`src/rtl/cgh_pkg.sv`:
```
// Shared types and constants for the CGA and Hercules video port block.
// No dependencies; imported by every module of the block.
package cgh_pkg;

  // Default number of CRTC registers kept per adapter.
  localparam int CRTC_REG_COUNT_DEF = 16;

  // I/O port numbers.
  localparam logic [9:0] PORT_CGA_INDEX  = 10'h3d4;
  localparam logic [9:0] PORT_CGA_DATA   = 10'h3d5;
  localparam logic [9:0] PORT_CGA_MODE   = 10'h3d8;
  localparam logic [9:0] PORT_CGA_COLOR  = 10'h3d9;
  localparam logic [9:0] PORT_CGA_STATUS = 10'h3da;
  localparam logic [9:0] PORT_HGC_INDEX  = 10'h3b4;
  localparam logic [9:0] PORT_HGC_DATA   = 10'h3b5;
  localparam logic [9:0] PORT_HGC_MODE   = 10'h3b8;
  localparam logic [9:0] PORT_HGC_STATUS = 10'h3ba;
  localparam logic [9:0] PORT_HGC_SWITCH = 10'h3bf;

  // CRTC register numbers that carry display settings.
  localparam int CRTC_CUR_START = 10;
  localparam int CRTC_CUR_END   = 11;
  localparam int CRTC_START_HI  = 12;
  localparam int CRTC_START_LO  = 13;
  localparam int CRTC_CUR_HI    = 14;
  localparam int CRTC_CUR_LO    = 15;

  // Display mode codes.
  localparam logic [2:0] MODE_TEXT40  = 3'd0;
  localparam logic [2:0] MODE_TEXT80  = 3'd1;
  localparam logic [2:0] MODE_CGA320  = 3'd2;
  localparam logic [2:0] MODE_CGA640  = 3'd3;
  localparam logic [2:0] MODE_HGC720  = 3'd4;

  // Read values.
  localparam logic [7:0] RD_UNMAPPED   = 8'hff;
  localparam logic [7:0] RD_ZERO       = 8'h00;
  localparam logic [7:0] RD_CGA_STATUS = 8'h09;
  localparam logic [7:0] RD_HGC_STATUS = 8'h80;

  // Video memory offsets.
  localparam logic [17:0] CGA_FRAME_BASE = 18'h08000;
  localparam logic [17:0] HGC_PAGE1_BASE = 18'h08000;

  // Reciprocal of 5: floor(x * DIV5_MUL / 2^DIV5_SHIFT) == x / 5 for x below 2^14.
  localparam logic [11:0] DIV5_MUL   = 12'd3277;
  localparam int          DIV5_SHIFT = 14;

  typedef struct packed {
    logic        video_enabled;
    logic [2:0]  display_mode;
    logic [17:0] frame_offset;
    logic        blink_enable;
    logic [1:0]  palette_index;
    logic [3:0]  color_index;
    logic        cursor_visible;
    logic [5:0]  cursor_start;
    logic [5:0]  cursor_end;
    logic [10:0] cursor_row;
    logic [6:0]  cursor_col;
  } settings_t;

endpackage

```
`src/rtl/cgh_cursor_pos.sv`:
```
// Splits a 16-bit CRTC cursor address into text row and column.
// Depends on cgh_pkg for the reciprocal constants.
module cgh_cursor_pos import cgh_pkg::*; (
  input  logic [15:0] pos,
  input  logic        text40,
  output logic [10:0] row,
  output logic [6:0]  col
);

  logic [12:0] scaled;
  logic [24:0] prod;
  logic [10:0] quot;
  logic [17:0] quot_cols;
  logic [17:0] diff;

  // Dividing by 40 or 80 is a shift by 3 or 4 followed by a divide by 5.
  always_comb begin
    scaled    = text40 ? pos[15:3] : {1'b0, pos[15:4]};
    prod      = {12'b0, scaled} * {13'b0, DIV5_MUL};
    quot      = prod[DIV5_SHIFT +: 11];
    quot_cols = text40 ? ({2'b0, quot, 5'b0} + {4'b0, quot, 3'b0})
                       : ({1'b0, quot, 6'b0} + {3'b0, quot, 4'b0});
    diff      = {2'b0, pos} - quot_cols;
    row       = quot;
    col       = diff[6:0];
  end

endmodule

```
`src/rtl/cga_hercules_video_ports.sv`:
```
// CGA and Hercules 6845 CRTC port block: register files, mode registers and
// the display settings derived from them. Depends on cgh_pkg and cgh_cursor_pos.
//
// A transfer is captured in the input register and its result is registered in the output
// register once the decode stage advances.
// Throughput: one port access per cycle while the output side is not stalled; the single
// decode-and-update pass between the input and output registers sets that figure. Reset
// (rst_n low, synchronous) clears both CRTC files, the index, mode, color and switch registers,
// the status counters and all display settings, and empties both pipeline registers.
module cga_hercules_video_ports import cgh_pkg::*; #(
  parameter int CRTC_REG_COUNT = CRTC_REG_COUNT_DEF
) (
  input  logic        clk,
  input  logic        rst_n,
  input  logic        in_valid,
  output logic        in_stall,
  input  logic        in_mode,
  input  logic [9:0]  in_port_address,
  input  logic [7:0]  in_write_data,
  output logic        out_valid,
  input  logic        out_stall,
  output logic [7:0]  out_read_data,
  output logic        out_video_enabled,
  output logic [2:0]  out_display_mode,
  output logic [17:0] out_frame_offset,
  output logic        out_blink_enable,
  output logic [1:0]  out_palette_index,
  output logic [3:0]  out_color_index,
  output logic        out_cursor_visible,
  output logic [5:0]  out_cursor_start,
  output logic [5:0]  out_cursor_end,
  output logic [10:0] out_cursor_row,
  output logic [6:0]  out_cursor_col
);

  localparam int IDX_W = $clog2(CRTC_REG_COUNT);

  // Input register: one port access waiting to be decoded.
  logic       s1_valid_r;
  logic       s1_mode_r;
  logic [9:0] s1_port_r;
  logic [7:0] s1_data_r;

  // Architectural state.
  logic [7:0] cga_file_r [CRTC_REG_COUNT];
  logic [7:0] hgc_file_r [CRTC_REG_COUNT];
  logic [7:0] cga_index_r, cga_index_nxt;
  logic [7:0] hgc_index_r, hgc_index_nxt;
  logic [7:0] cga_mode_r, cga_mode_nxt;
  logic [7:0] cga_color_r, cga_color_nxt;
  logic [7:0] hgc_mode_r, hgc_mode_nxt;
  logic [7:0] hgc_switch_r, hgc_switch_nxt;
  logic [2:0] cga_query_r, cga_query_nxt;
  logic [2:0] hgc_query_r, hgc_query_nxt;
  settings_t  set_r, set_nxt;

  // Output register.
  logic       out_valid_r;
  logic [7:0] rd_r, rd_nxt;
  settings_t  out_set_r;

  logic advance;

  // The decode stage moves its item on whenever the output register is empty or
  // being drained in this cycle; the input register refills behind it.
  assign advance  = s1_valid_r && (!out_valid_r || !out_stall);
  assign in_stall = s1_valid_r && !advance;

  // Decode of the held access.
  logic       cga_crtc_wr, hgc_crtc_wr, crtc_wr;
  logic [7:0] crtc_idx;
  logic [7:0] r10, r11, r12, r13, r14, r15;
  logic [4:0] cs_lines, ce_lines;
  logic       do_cga, do_hgc;
  logic [10:0] pos_row;
  logic [6:0]  pos_col;

  always_comb begin
    cga_crtc_wr = s1_mode_r && (s1_port_r == PORT_CGA_DATA) &&
                  (cga_index_r < 8'(CRTC_REG_COUNT));
    hgc_crtc_wr = s1_mode_r && (s1_port_r == PORT_HGC_DATA) &&
                  (hgc_index_r < 8'(CRTC_REG_COUNT));
    crtc_wr  = cga_crtc_wr || hgc_crtc_wr;
    crtc_idx = cga_crtc_wr ? cga_index_r : hgc_index_r;

    // Settings registers of the adapter addressed, as they stand after this write.
    if (cga_crtc_wr) begin
      r10 = cga_file_r[CRTC_CUR_START];
      r11 = cga_file_r[CRTC_CUR_END];
      r12 = cga_file_r[CRTC_START_HI];
      r13 = cga_file_r[CRTC_START_LO];
      r14 = cga_file_r[CRTC_CUR_HI];
      r15 = cga_file_r[CRTC_CUR_LO];
    end else begin
      r10 = hgc_file_r[CRTC_CUR_START];
      r11 = hgc_file_r[CRTC_CUR_END];
      r12 = hgc_file_r[CRTC_START_HI];
      r13 = hgc_file_r[CRTC_START_LO];
      r14 = hgc_file_r[CRTC_CUR_HI];
      r15 = hgc_file_r[CRTC_CUR_LO];
    end
    if (crtc_idx == 8'(CRTC_CUR_START)) r10 = s1_data_r;
    if (crtc_idx == 8'(CRTC_CUR_END))   r11 = s1_data_r;
    if (crtc_idx == 8'(CRTC_START_HI))  r12 = s1_data_r;
    if (crtc_idx == 8'(CRTC_START_LO))  r13 = s1_data_r;
    if (crtc_idx == 8'(CRTC_CUR_HI))    r14 = s1_data_r;
    if (crtc_idx == 8'(CRTC_CUR_LO))    r15 = s1_data_r;
    // The frame start of the CGA always comes from its own file.
    if (!cga_crtc_wr) begin
      r12 = cga_file_r[CRTC_START_HI];
      r13 = cga_file_r[CRTC_START_LO];
    end
    cs_lines = r10[4:0];
    ce_lines = r11[4:0];
  end

  cgh_cursor_pos u_cursor_pos (
    .pos    ({r14, r15}),
    .text40 (set_r.display_mode == MODE_TEXT40),
    .row    (pos_row),
    .col    (pos_col)
  );

  always_comb begin
    cga_index_nxt  = cga_index_r;
    hgc_index_nxt  = hgc_index_r;
    cga_mode_nxt   = cga_mode_r;
    cga_color_nxt  = cga_color_r;
    hgc_mode_nxt   = hgc_mode_r;
    hgc_switch_nxt = hgc_switch_r;
    cga_query_nxt  = cga_query_r;
    hgc_query_nxt  = hgc_query_r;
    set_nxt        = set_r;
    rd_nxt         = RD_UNMAPPED;
    do_cga         = 1'b0;
    do_hgc         = 1'b0;

    if (s1_mode_r) begin
      unique case (s1_port_r)
        PORT_CGA_INDEX:  cga_index_nxt = s1_data_r;
        PORT_CGA_MODE: begin
          cga_mode_nxt = s1_data_r;
          do_cga       = 1'b1;
        end
        PORT_CGA_COLOR: begin
          cga_color_nxt = s1_data_r;
          do_cga        = 1'b1;
        end
        PORT_HGC_INDEX:  hgc_index_nxt = s1_data_r;
        PORT_HGC_MODE: begin
          hgc_mode_nxt = s1_data_r;
          do_hgc       = 1'b1;
        end
        PORT_HGC_SWITCH: begin
          hgc_switch_nxt = s1_data_r;
          do_hgc         = 1'b1;
        end
        default: ;
      endcase
    end else begin
      unique case (s1_port_r)
        PORT_CGA_INDEX, PORT_HGC_INDEX: rd_nxt = RD_ZERO;
        PORT_CGA_DATA:
          rd_nxt = (cga_index_r == 8'(CRTC_CUR_HI)) ? cga_file_r[CRTC_CUR_HI] :
                   (cga_index_r == 8'(CRTC_CUR_LO)) ? cga_file_r[CRTC_CUR_LO] : RD_ZERO;
        PORT_HGC_DATA:
          rd_nxt = (hgc_index_r == 8'(CRTC_CUR_HI)) ? hgc_file_r[CRTC_CUR_HI] :
                   (hgc_index_r == 8'(CRTC_CUR_LO)) ? hgc_file_r[CRTC_CUR_LO] : RD_ZERO;
        PORT_CGA_COLOR: rd_nxt = cga_color_r;
        PORT_CGA_STATUS: begin
          cga_query_nxt = cga_query_r + 3'd1;
          rd_nxt        = (cga_query_nxt != 3'd0) ? RD_CGA_STATUS : RD_ZERO;
        end
        PORT_HGC_STATUS: begin
          hgc_query_nxt = hgc_query_r + 3'd1;
          rd_nxt        = (hgc_query_nxt != 3'd0) ? RD_ZERO : RD_HGC_STATUS;
        end
        default: ;
      endcase
    end

    // CRTC data writes update the settings tied to the register written.
    if (crtc_wr) begin
      case (crtc_idx)
        8'(CRTC_CUR_START): begin
          set_nxt.cursor_visible = (r10[7:5] >= 3'd2);
          set_nxt.cursor_start   = cga_crtc_wr ? {cs_lines, 1'b0} : {1'b0, cs_lines};
          set_nxt.cursor_end     = cga_crtc_wr ? {ce_lines, 1'b0} : {1'b0, ce_lines};
        end
        8'(CRTC_CUR_END): begin
          set_nxt.cursor_start = cga_crtc_wr ? {cs_lines, 1'b0} : {1'b0, cs_lines};
          set_nxt.cursor_end   = cga_crtc_wr ? {ce_lines, 1'b0} : {1'b0, ce_lines};
        end
        8'(CRTC_START_HI), 8'(CRTC_START_LO): begin
          do_cga = cga_crtc_wr;
          do_hgc = hgc_crtc_wr;
        end
        8'(CRTC_CUR_HI), 8'(CRTC_CUR_LO): begin
          set_nxt.cursor_row = pos_row;
          set_nxt.cursor_col = pos_col;
        end
        default: ;
      endcase
    end

    // Mode application. With video disabled only the enable bit changes.
    if (do_cga) begin
      if (!cga_mode_nxt[3]) begin
        set_nxt.video_enabled = 1'b0;
      end else begin
        set_nxt.frame_offset = {1'b0, r12, r13, 1'b0} + CGA_FRAME_BASE;
        if (!cga_mode_nxt[1]) begin
          set_nxt.display_mode = cga_mode_nxt[0] ? MODE_TEXT80 : MODE_TEXT40;
          set_nxt.blink_enable = cga_mode_nxt[5];
        end else if (!cga_mode_nxt[4]) begin
          set_nxt.display_mode  = MODE_CGA320;
          set_nxt.palette_index = cga_color_nxt[5:4];
          set_nxt.color_index   = cga_color_nxt[3:0];
        end else begin
          set_nxt.display_mode = MODE_CGA640;
          set_nxt.color_index  = cga_color_nxt[3:0];
        end
        set_nxt.video_enabled = 1'b1;
      end
    end

    // Hercules graphics needs the allow-graphics switch; page 1 needs its own switch.
    if (do_hgc) begin
      if (!hgc_mode_nxt[3]) begin
        set_nxt.video_enabled = 1'b0;
      end else begin
        if (!hgc_mode_nxt[1] || !hgc_switch_nxt[0]) begin
          set_nxt.frame_offset = '0;
          set_nxt.display_mode = MODE_TEXT80;
          set_nxt.blink_enable = hgc_mode_nxt[5];
        end else begin
          set_nxt.frame_offset = (hgc_mode_nxt[7] && hgc_switch_nxt[1]) ? HGC_PAGE1_BASE
                                                                        : '0;
          set_nxt.display_mode = MODE_HGC720;
        end
        set_nxt.video_enabled = 1'b1;
      end
    end
  end

  // Input register.
  always_ff @(posedge clk) begin
    if (!rst_n) begin
      s1_valid_r <= 1'b0;
    end else if (in_valid && !in_stall) begin
      s1_valid_r <= 1'b1;
    end else if (advance) begin
      s1_valid_r <= 1'b0;
    end
    if (in_valid && !in_stall) begin
      s1_mode_r <= in_mode;
      s1_port_r <= in_port_address;
      s1_data_r <= in_write_data;
    end
  end

  // State update, once per decoded access.
  always_ff @(posedge clk) begin
    if (!rst_n) begin
      for (int i = 0; i < CRTC_REG_COUNT; i++) begin
        cga_file_r[i] <= '0;
        hgc_file_r[i] <= '0;
      end
      cga_index_r  <= '0;
      hgc_index_r  <= '0;
      cga_mode_r   <= '0;
      cga_color_r  <= '0;
      hgc_mode_r   <= '0;
      hgc_switch_r <= '0;
      cga_query_r  <= '0;
      hgc_query_r  <= '0;
      set_r        <= '0;
    end else if (advance) begin
      if (cga_crtc_wr) cga_file_r[cga_index_r[IDX_W-1:0]] <= s1_data_r;
      if (hgc_crtc_wr) hgc_file_r[hgc_index_r[IDX_W-1:0]] <= s1_data_r;
      cga_index_r  <= cga_index_nxt;
      hgc_index_r  <= hgc_index_nxt;
      cga_mode_r   <= cga_mode_nxt;
      cga_color_r  <= cga_color_nxt;
      hgc_mode_r   <= hgc_mode_nxt;
      hgc_switch_r <= hgc_switch_nxt;
      cga_query_r  <= cga_query_nxt;
      hgc_query_r  <= hgc_query_nxt;
      set_r        <= set_nxt;
    end
  end

  // Output register: read data and the settings in force after the access.
  always_ff @(posedge clk) begin
    if (!rst_n) begin
      out_valid_r <= 1'b0;
    end else if (advance) begin
      out_valid_r <= 1'b1;
    end else if (!out_stall) begin
      out_valid_r <= 1'b0;
    end
    if (advance) begin
      rd_r      <= rd_nxt;
      out_set_r <= set_nxt;
    end
  end

  assign out_valid          = out_valid_r;
  assign out_read_data      = rd_r;
  assign out_video_enabled  = out_set_r.video_enabled;
  assign out_display_mode   = out_set_r.display_mode;
  assign out_frame_offset   = out_set_r.frame_offset;
  assign out_blink_enable   = out_set_r.blink_enable;
  assign out_palette_index  = out_set_r.palette_index;
  assign out_color_index    = out_set_r.color_index;
  assign out_cursor_visible = out_set_r.cursor_visible;
  assign out_cursor_start   = out_set_r.cursor_start;
  assign out_cursor_end     = out_set_r.cursor_end;
  assign out_cursor_row     = out_set_r.cursor_row;
  assign out_cursor_col     = out_set_r.cursor_col;

endmodule

```
`config.mk`:
```
export PLATFORM = sky130hd
export DESIGN_NAME = cga_hercules_video_ports
export DESIGN_NICKNAME = d
export VERILOG_FILES = /design/src/rtl/cgh_pkg.sv /design/src/rtl/cgh_cursor_pos.sv /design/src/rtl/cga_hercules_video_ports.sv
export SDC_FILE = /design/constraint.sdc
export NUM_CORES = 1
export LEC_CHECK = 0
export BUFFER_PORTS_ARGS = -buffer_cell sky130_fd_sc_hd__buf_2
export CORE_MARGIN = 2
export CORE_UTILIZATION = 31
export DETAILED_ROUTE_END_ITERATION = 8
export GPL_ROUTABILITY_DRIVEN = 0
export GPL_TIMING_DRIVEN = 0
export PLACE_DENSITY = 0.56
export SYNTH_ARGS = -nofsm -noshare
export SYNTH_HDL_FRONTEND = slang
export SYNTH_SLANG_ARGS = --single-unit
```
`constraint.sdc`:
```
create_clock -name clk -period 19.2 [get_ports clk]
set_input_delay 1.92 -clock clk [delete_from_list [all_inputs] [get_ports clk]]
set_output_delay 1.92 -clock clk [all_outputs]
set_load 0.005 [all_outputs]
```
==> run metrics <==
number of max-cap violations 0; grt ovf 0; Setup Skew 0.0125 ns; core area 46800 um2; Distinct cells, synth 72; Clock power frac 0.255; share of layout cells above drive strength 1 0.113; CTS H-tree lvls 1; CP max stage delay 0.62 ns; CP Capture Type flop; initial antenna violation count 0; slew at the pin with the worst max-slew slack 1.33 ns; final wirelength 42400 um; ys flop type edfxtp_1; post-route ant nets 0; post-cts resize count 0; Total GRT Usage 0.171; clock tree buffer depth 3; Final setup viols 0; Slew headroom 0.105; via count 11500; Tmin final 9.69 ns; status completed; most common cell in the synthesized netlist nand2_1; RSZ-0062 raised after global routing false; synthesized flop and latch total 258; Die X 222 um; Core Rows 79; Die Area 49300 um2; main area contributors after synthesis edfxtp_1 32%, dfxtp_1 14%, ha_1 8.2%, fa_1 5.7%, nand2_1 5.7%; drc violations 0; Crit. Startpoint s1_port_r[1]; top cell types by occurrence after synthesis 223 x nand2_1, 155 x edfxtp_1, 128 x nor2_1; vias per cell 5.11; n_diodes 0; Max Fanout on Critical Path 10; first-pass GRT wire length 65500 um; Critical Path RT 19.48 ns; cts-stage hold buffer count 0; leakage power 6.52 nW; CP Launch Type flop; I/O pins 93; Routed WL per cell 18.8 um; Initial DRT Pass Iterations 5; placed standard-cell area 16000 um2; Comb pwr share 0.466; post-detail-place hpwl 32300 um; CTS tree yes; Yosys top cell by area edfxtp_1; Flop pwr share 0.279; clock sink count 258; Max Slew Vio Count 0; Die Ht 222 um; nets 1791; Switch Pwr 0.840 mW; Crit Path Category reg2reg; Arr. time, crit path 9.96 ns; switching fraction of total power 0.382; async set-reset flop share out of synthesis 0; CTS clk-pin slew, worst paths 0.06 ns; Syn Area/Cell 9.79 um2; largest net degree at the start of global routing 37; Post-CTS Setup Inserts 0; Worst IR Drop VDD 0.144 mV; post-synthesis to final-layout area growth 15.1%; PwrDens 130 nW/um2; Hold WC Path Type reg2reg; Synth Net Count 1667; top cell type's share of synthesized area 0.316; final hold violation count 0; Worst path slowest cell or4bb_1; Clock Root Buffer clkbuf_16; synth warn 0; worst skew pair latency 0.56 ns; cell count after synthesis 1505; origin of the critical flop-to-flop path s1_port_r[1]; sequential area share after synthesis 0.456; Starting DRT DRC Count 1026; Mapped Area 14700 um2; Pint 1.36 mW; EDFF count, synth 155; Initial Util 0.315; hold_sp set_r[38]; Design Area, Final 16900 um2; fmax 0.103 GHz; Port Buf Inserts 92; Setup TNS Final 0 ns; CTS Buf Count 28; Tcrit/Tclk final 0.505; number of global-route vias before repair 11400
-- worst max-delay path: cells and delay by family, from the launching register on --
kind,cells,cell delay [ns]
XOR/XNOR,4,0.70
adder cells (fa/ha/maj),7,2.84
AO/OA/AOI/OAI,8,1.95
AND/OR/NAND/NOR,5,1.83
buffers and inverters,6,0.97
flip-flops,1,0.51
multiplexers,1,0.61
-- layer usage --
layer,global-route usage,part of all wire
met1,0.245,0.47
met2,0.263,0.44
met3,0.0297,0.062
met4,0.0480,0.027
met5,0,0
-- kinds of logic after synthesis --
kind of cell	count (synthesis)	synth area share
simple gates	547	0.173
fa+ha+maj	140	0.140
compound gates	255	0.105
buf+inv	194	0.0513
mux	87	0.0607
flops	258	0.456
xor+xnor	24	0.0143
-- per-stage QoR --
step | setup WS, ns | power [mW] | util | hold WS [ns] | std cells
2_1_floorplan | 11.16 | 1.41 | - | 0.432 | 1505
3_3_place_gp | 9.58 | 1.64 | 0.341 | 0.442 | 2204
3_5_place_dp | 9.49 | 1.66 | 0.342 | 0.447 | 2206
4_1_cts | 9.48 | 2.22 | 0.363 | 0.456 | 2258
5_1_grt | 8.96 | 2.39 | 0.363 | 0.468 | 2258
6_report | 9.51 | 2.20 | 0.363 | 0.455 | 2258
-- cells in the final DEF, fill, tap and decap left out, types with 5 or more instances in the layout --
cell | Yosys | layout
a22oi_1 | 7 | 7
xnor2_1 | 11 | 11
inv_1 | 111 | 111
buf_2 | 10 | 103
o211ai_1 | 12 | 12
nor2_1 | 128 | 128
nand4_1 | 8 | 8
xor2_1 | 13 | 13
nand2b_1 | 12 | 12
ha_1 | 97 | 97
nor4_1 | 21 | 21
mux2_2 | 18 | 18
fa_1 | 42 | 42
clkinv_1 | 3 | 6
nand3_1 | 30 | 30
buf_1 | 8 | 7
a21oi_1 | 110 | 110
edfxtp_1 | 155 | 155
o21ai_0 | 55 | 55
clkbuf_16 | 0 | 29
a211oi_1 | 21 | 21
or3_1 | 8 | 8
nor3_1 | 38 | 38
dfxtp_1 | 103 | 103
and2_1 | 43 | 43
nand2_1 | 223 | 223
a311oi_1 | 6 | 6
and3_1 | 5 | 5
clkbuf_1 | 57 | 62
mux2i_1 | 69 | 69
a21o_1 | 8 | 8
-- registers in the layout (all words and copies together), names as in the netlist, 7 cells and up --
signal and flops:
set_r 60, cga_file_r 42, hgc_file_r 26, out_frame_offset 18, out_cursor_row 11, s1_port_r 10
cga_color_r 8, cga_index_r 8, hgc_index_r 8, out_read_data 8, s1_data_r 8, out_cursor_col 7
-- layout make-up --
cell class | count | area (um2)
fillers | 4693 | 29800
multi-input cells | 1053 | 7260
flip-flops and latches | 258 | 6720
clock buffers | 38 | 800
well taps | 607 | 759
repair buffers | 94 | 500
inverters | 115 | 432
plain buffers | 79 | 325
clock inverters | 14 | 156
-- path summary, 6_finish.rpt --
path	end	slack, ns	cells after the start
worst max-delay path	out_cursor_col[6]	9.51	31
worst min-delay path	set_r[38]	0.46	1
worst max register to register	out_cursor_col[6]	9.51	31
worst min register to register	set_r[38]	0.46	1
-- power by group through the flow --
stage | logic (mW) | clock network [mW] | registers, mW
floorplan | 0.789 | 0 | 0.622
global placement | 1.02 | 0 | 0.626
detailed placement | 1.03 | 0 | 0.625
CTS | 1.04 | 0.569 | 0.613
global route | 1.19 | 0.590 | 0.615
finish | 1.02 | 0.560 | 0.613
Power figures use the tool's default switching activity.
